$ cat src/rtl/core/aabb_pkg.sv
`default_nettype none
// ----------------------------------------------------------------------------
// aabb_pkg
// Shared codes, widths and controller/datapath interface types for the
// box collider table.
// ----------------------------------------------------------------------------
package aabb_pkg;

	localparam int MAX_BOXES_DEF  = 64;
	localparam int COORD_BITS_DEF = 16;

	localparam int FUNC_W   = 3;
	localparam int SLOT_W   = 6;
	localparam int SIZE_W   = 15;
	localparam int STATUS_W = 2;

	typedef enum logic [FUNC_W-1:0] {
		FN_CREATE = 3'd0,
		FN_DELETE = 3'd1,
		FN_MOVE   = 3'd2,
		FN_BOX    = 3'd3,
		FN_POINT  = 3'd4
	} func_t;

	localparam logic [STATUS_W-1:0] STS_OK    = 2'd0;
	localparam logic [STATUS_W-1:0] STS_FULL  = 2'd1;
	localparam logic [STATUS_W-1:0] STS_NOUSE = 2'd2;

	// controller -> datapath
	typedef struct packed {
		logic latch;       // capture the command fields, clear results
		logic cnt_inc;     // advance the entry counter
		logic scan_rd;     // read the entry at the counter into the compare stage
		logic self_rd;     // read the addressed entry
		logic self_cap;    // keep the addressed entry as the query box
		logic wr_create;   // fill the entry at the counter
		logic wr_move;     // write the position of the addressed entry
		logic wr_delete;   // free the addressed entry
		logic set_created; // report the counter as the new slot
		logic set_full;
		logic set_nouse;
	} cmd_t;

	// datapath -> controller
	typedef struct packed {
		logic [FUNC_W-1:0] func;
		logic              in_use;
		logic              cur_free;
		logic              cnt_last;
	} sts_t;

endpackage

`default_nettype wire

$ cat src/rtl/core/aabb_ctrl.sv
`default_nettype none
// ----------------------------------------------------------------------------
// aabb_ctrl
// Sequencer for the collider table: decodes the command and steps the
// datapath through create search, writes and query scans.
// ----------------------------------------------------------------------------
module aabb_ctrl import aabb_pkg::*; (
	input  wire logic clk,
	input  wire logic arst_n,
	input  wire logic start,
	input  wire sts_t sts,
	output cmd_t      cmd,
	output logic      busy,
	output logic      done
);

	typedef enum logic [6:0] {
		ST_IDLE   = 7'b0000001,
		ST_DECODE = 7'b0000010,
		ST_CREATE = 7'b0000100,
		ST_SELF   = 7'b0001000,
		ST_SCAN   = 7'b0010000,
		ST_DRAIN  = 7'b0100000,
		ST_DONE   = 7'b1000000
	} state_t;

	state_t state_q, state_d;

	always_ff @(posedge clk or negedge arst_n) begin
		if (!arst_n) begin
			state_q <= ST_IDLE;
		end else begin
			state_q <= state_d;
		end
	end

	always_comb begin
		state_d = state_q;
		cmd     = '0;
		case (state_q)
			ST_IDLE: begin
				if (start) begin
					cmd.latch = 1'b1;
					state_d   = ST_DECODE;
				end
			end
			ST_DECODE: begin
				state_d = ST_DONE;
				case (sts.func)
					FN_CREATE: state_d = ST_CREATE;
					FN_DELETE: begin
						cmd.wr_delete = sts.in_use;
						cmd.set_nouse = !sts.in_use;
					end
					FN_MOVE: begin
						cmd.wr_move   = sts.in_use;
						cmd.set_nouse = !sts.in_use;
					end
					FN_BOX: begin
						if (sts.in_use) begin
							cmd.self_rd = 1'b1;
							state_d     = ST_SELF;
						end else begin
							cmd.set_nouse = 1'b1;
						end
					end
					FN_POINT: state_d = ST_SCAN;
					default: state_d = ST_DONE;
				endcase
			end
			ST_CREATE: begin
				if (sts.cur_free) begin
					cmd.wr_create   = 1'b1;
					cmd.set_created = 1'b1;
					state_d         = ST_DONE;
				end else if (sts.cnt_last) begin
					cmd.set_full = 1'b1;
					state_d      = ST_DONE;
				end else begin
					cmd.cnt_inc = 1'b1;
				end
			end
			ST_SELF: begin
				cmd.self_cap = 1'b1;
				state_d      = ST_SCAN;
			end
			ST_SCAN: begin
				cmd.scan_rd = 1'b1;
				cmd.cnt_inc = 1'b1;
				if (sts.cnt_last) begin
					state_d = ST_DRAIN;
				end
			end
			ST_DRAIN: state_d = ST_DONE;
			ST_DONE:  state_d = ST_IDLE;
			default:  state_d = ST_IDLE;
		endcase
	end

	assign busy = (state_q != ST_IDLE);
	assign done = (state_q == ST_DONE);

endmodule

`default_nettype wire

$ cat config.mk
export PLATFORM = sky130hd
export DESIGN_NAME = aabb_ctrl
export DESIGN_NICKNAME = d
export VERILOG_FILES = /design/src/rtl/core/aabb_pkg.sv /design/src/rtl/core/aabb_ctrl.sv
export SDC_FILE = /design/constraint.sdc
export NUM_CORES = 1
export LEC_CHECK = 0
export BUFFER_PORTS_ARGS = -buffer_cell sky130_fd_sc_hd__buf_2
export CAP_MARGIN = 20
export CORE_MARGIN = 2
export CORE_UTILIZATION = 35
export DETAILED_ROUTE_END_ITERATION = 6
export PLACE_DENSITY = 0.68
export SETUP_SLACK_MARGIN = 0.5
export SLEW_MARGIN = 20
export SYNTH_ARGS = -nofsm -noshare
export SYNTH_HDL_FRONTEND = slang
export SYNTH_SLANG_ARGS = --single-unit
$ cat constraint.sdc
create_clock -name clk -period 2.62 [get_ports clk]
set_input_delay 0.262 -clock clk [delete_from_list [all_inputs] [get_ports clk]]
set_output_delay 0.262 -clock clk [all_outputs]
set_load 0.02 [all_outputs]
==> run_results.csv <==
group,metric,value,unit
worst_setup_path,cp-end-kind,"output pin",
timing,finalMaxSlewViolations,0,
outcome,status,"finished clean",
timing,setup-tns-final,0,ns
worst_setup_path,cp.required,2.36,ns
global_routing,grt_antenna_before_repair,0,
worst_setup_path,cp_slowest_cell,"or4_4",
floorplanning,die_h,44.4,µm
routing,num_vias,659,
yosys,yosys_warnings,0,
cells_and_area,n_fill_cell,126,
yosys,syn_nets,73,
clock_tree,clk_pin_slew_worst_paths,0.06,ns
worst_setup_path,path_buf_inv,1,
clock_tree,insertion_delay,0.26,ns
routing,drtPass1Iterations,4,
global_routing,grt_pass1_vias,567,
floorplanning,initial_utilization,0.374,
routing,detail_route.wl_per_cell,15.2,µm
hold_path,min_path_type,"primary input to register",
cells_and_area,antenna_cells,0,
worst_setup_path,reg2reg_from,"state_q[6]",
worst_setup_path,crit_start,"state_q[6]",
clock_tree,cts_max_path_buffers,2,
floorplanning,core-area,1520,µm²
routing,drc_errors,0,
cells_and_area,mostFrequentLayoutCell,"buf_4",
timing,clock-skew-final,0.00781,ns
placed_design,port_buffers,21,
timing,rsz0062_at_grt,"yes",
power,ir_worst_vdd,448,µV
timing,fin_crit,2.13,ns
worst_setup_path,path_class,"register to output pin",
yosys,syn_area,571,µm²
timing,tightest_slew,0.434,ns
job,cap_viol_max_count,0,
timing,fmax,470,MHz
worst_setup_path,endpoint,"cmd[1]",
clock_tree,cts-root-buf,"clkbuf_4",
global_routing,grt_max_degree,10,
cells_and_area,final_cell_mix,"buf_4 (18), buf_2 (16), nor2_1 (6), dfrtp_2 (6)",
hold_path,hold_path_startpoint,"start",
worst_setup_path,crit_cells,4,
worst_setup_path,slowest_delay,0.57,ns
yosys,syn_area_per_cell,8.91,µm²
yosys,ys_ff_latch,7,
cells_and_area,syn_to_final_growth,55.3,%
routing,drt_iter0_drc,14,
yosys,seq_area_frac_synth,0.309,
timing,setup_viol,0,
yosys,synthDistinctLibCells,36,
routing,drt-total-wl,1750,µm
worst_setup_path,r2r_cells,4,
floorplanning,num_rows,14,
worst_setup_path,ff2ff_setup_slack,0.77,ns
floorplanning,ios,22,
routing,antenna_left,0,
global_routing,grt_pass1_wl,2620,µm
cells_and_area,fin_nets,109,
floorplanning,die_w,44.4,µm
power,total_power,0.565,mW
timing,relSlewSlack,0.708,
clock_tree,cts_sinks,7,
worst_setup_path,crit_chain,"or4_4 -> nor4b_4 -> nor3b_2 -> buf_4",
worst_setup_path,cp-start-kind,"register",
global_routing,gr-total-overflow,0,
timing,finalCritPeriodShare,0.811,
cells_and_area,drive_above_1_share,0.606,
yosys,synth_cells,64,
cells_and_area,top_regs,"state_q x7",
cells_and_area,largest_register_ffs,7,
global_routing,grt_util_all_layers,0.179,
clock_tree,cts_tree,"yes",
routing,vias_per_cell,5.73,
worst_setup_path,cp.arrival,1.86,ns
floorplanning,design.die.area,1970,µm²
hold_path,hold_depth,3,
power,powerDensity,638,nW/µm²
placed_design,gp_congestion,0.760,
power,power.leakage,0.420,nW
timing,hold_violations,0,
cells_and_area,largest-register,"state_q",
clock_tree,numCtsBuffers,3,
worst_setup_path,crit_family,"simple AND/OR/NAND/NOR gates",
worst_setup_path,r2r_end,"state_q[6]",
worst_setup_path,cp_max_fo,5,
placed_design,dpl.hpwl,973,µm
clock_tree,h-tree-depth,1,
## logic make-up after synthesis
family                 synth area share
buffers and inverters            0.0570
flip-flops                        0.309
AO/OA/AOI/OAI                     0.145
AND/OR/NAND/NOR                   0.443
XOR/XNOR                         0.0461
## where the power goes
part	internal (mW)	total (mW)	leakage (nW)	switching, mW
Sequential	0.136	0.169	0.0835	0.0331
Clock	0.0586	0.105	0.0150	0.0468
Combinational	0.143	0.291	0.321	0.148
Total	0.337	0.565	0.420	0.228
## what timing repair did
| item | in CTS | in global routing |
|---|---|---|
| gates resized for setup | 17 | 3 |
| setup endpoints to repair | 10 | 9 |
| endpoints found under the hold margin | 6 | 0 |
| pin swaps | 3 | 4 |
| hold buffers | 1 | 0 |
| setup buffers | 7 | 7 |
## layout make-up
cell class | instances | area (µm²) | share of cell area
well taps | 16 | 20.0 | 0.0226
multi-input cells | 50 | 412 | 0.465
flip-flops and latches | 7 | 184 | 0.208
repair buffers | 36 | 236 | 0.267
clock buffers | 4 | 26.3 | 0.0297
inverters | 2 | 7.51 | 0.00847
## layer usage
metal | track usage | vias up | share of wire
met2 | 0.303 | 22 | 0.52
met4 | 0.0727 | 0 | 0.021
li1 | - | 321 | -
met5 | 0 | - | 0
met1 | 0.224 | 312 | 0.42
met3 | 0.0286 | 4 | 0.042
## synthesized netlist by cell type, drive strengths merged
master   instances  area [µm²]
nor2             6        22.5
xnor2            1        8.76
nor4             3        18.8
nor3b            2        15.0
o41ai            1        8.76
and3             1        7.51
or3b             1        8.76
a211oi           3        22.5
nor4b            1        8.76
or4              2        15.0
or3              3        23.8
or4b             2        20.0
clkbuf           2        7.51
o211ai           1        7.51
buf              3        17.5
dfstp            1        26.3
nand2b           2        12.5
or2              1        6.26
a22o             2        17.5
nand2            1        3.75
o21ai            2        10.0
or2b             1        7.51
and2             1        6.26
and4b            3        31.3
inv              2        7.51
a21o             1        7.51
dfrtp            6         150
xor2             2        17.5
o2111ai          1        8.76
and4             2        17.5
and4bb           1        12.5
nor3             3        15.0
## metrics by stage
step	setup WS [ns]	instances	hold WS (ns)	utilization	cell area (µm²)
after global placement	0.479	96	0.108	0.444	677
final	0.495	115	0.276	0.581	886
after floorplan	0.533	64	-0.0336	-	577
after CTS	0.478	108	0.249	0.540	823
after global routing	0.416	115	0.308	0.581	886
after detailed placement	0.450	96	0.111	0.444	677
## worst min-delay path by stage
stage | endpoint
floorplan | state_q[1]
finish | state_q[1]
detailed placement | state_q[1]
global route | state_q[3]
global placement | state_q[1]
CTS | state_q[1]
## worst register-to-register path, stage by stage, from the launching register on
cell and delay, ns:
dfrtp_2 0.43, or4_4 0.57, buf_4 0.17, or3_1 0.35
a211oi_1 0.24
Note: power is estimated with default switching activity, not from simulation.
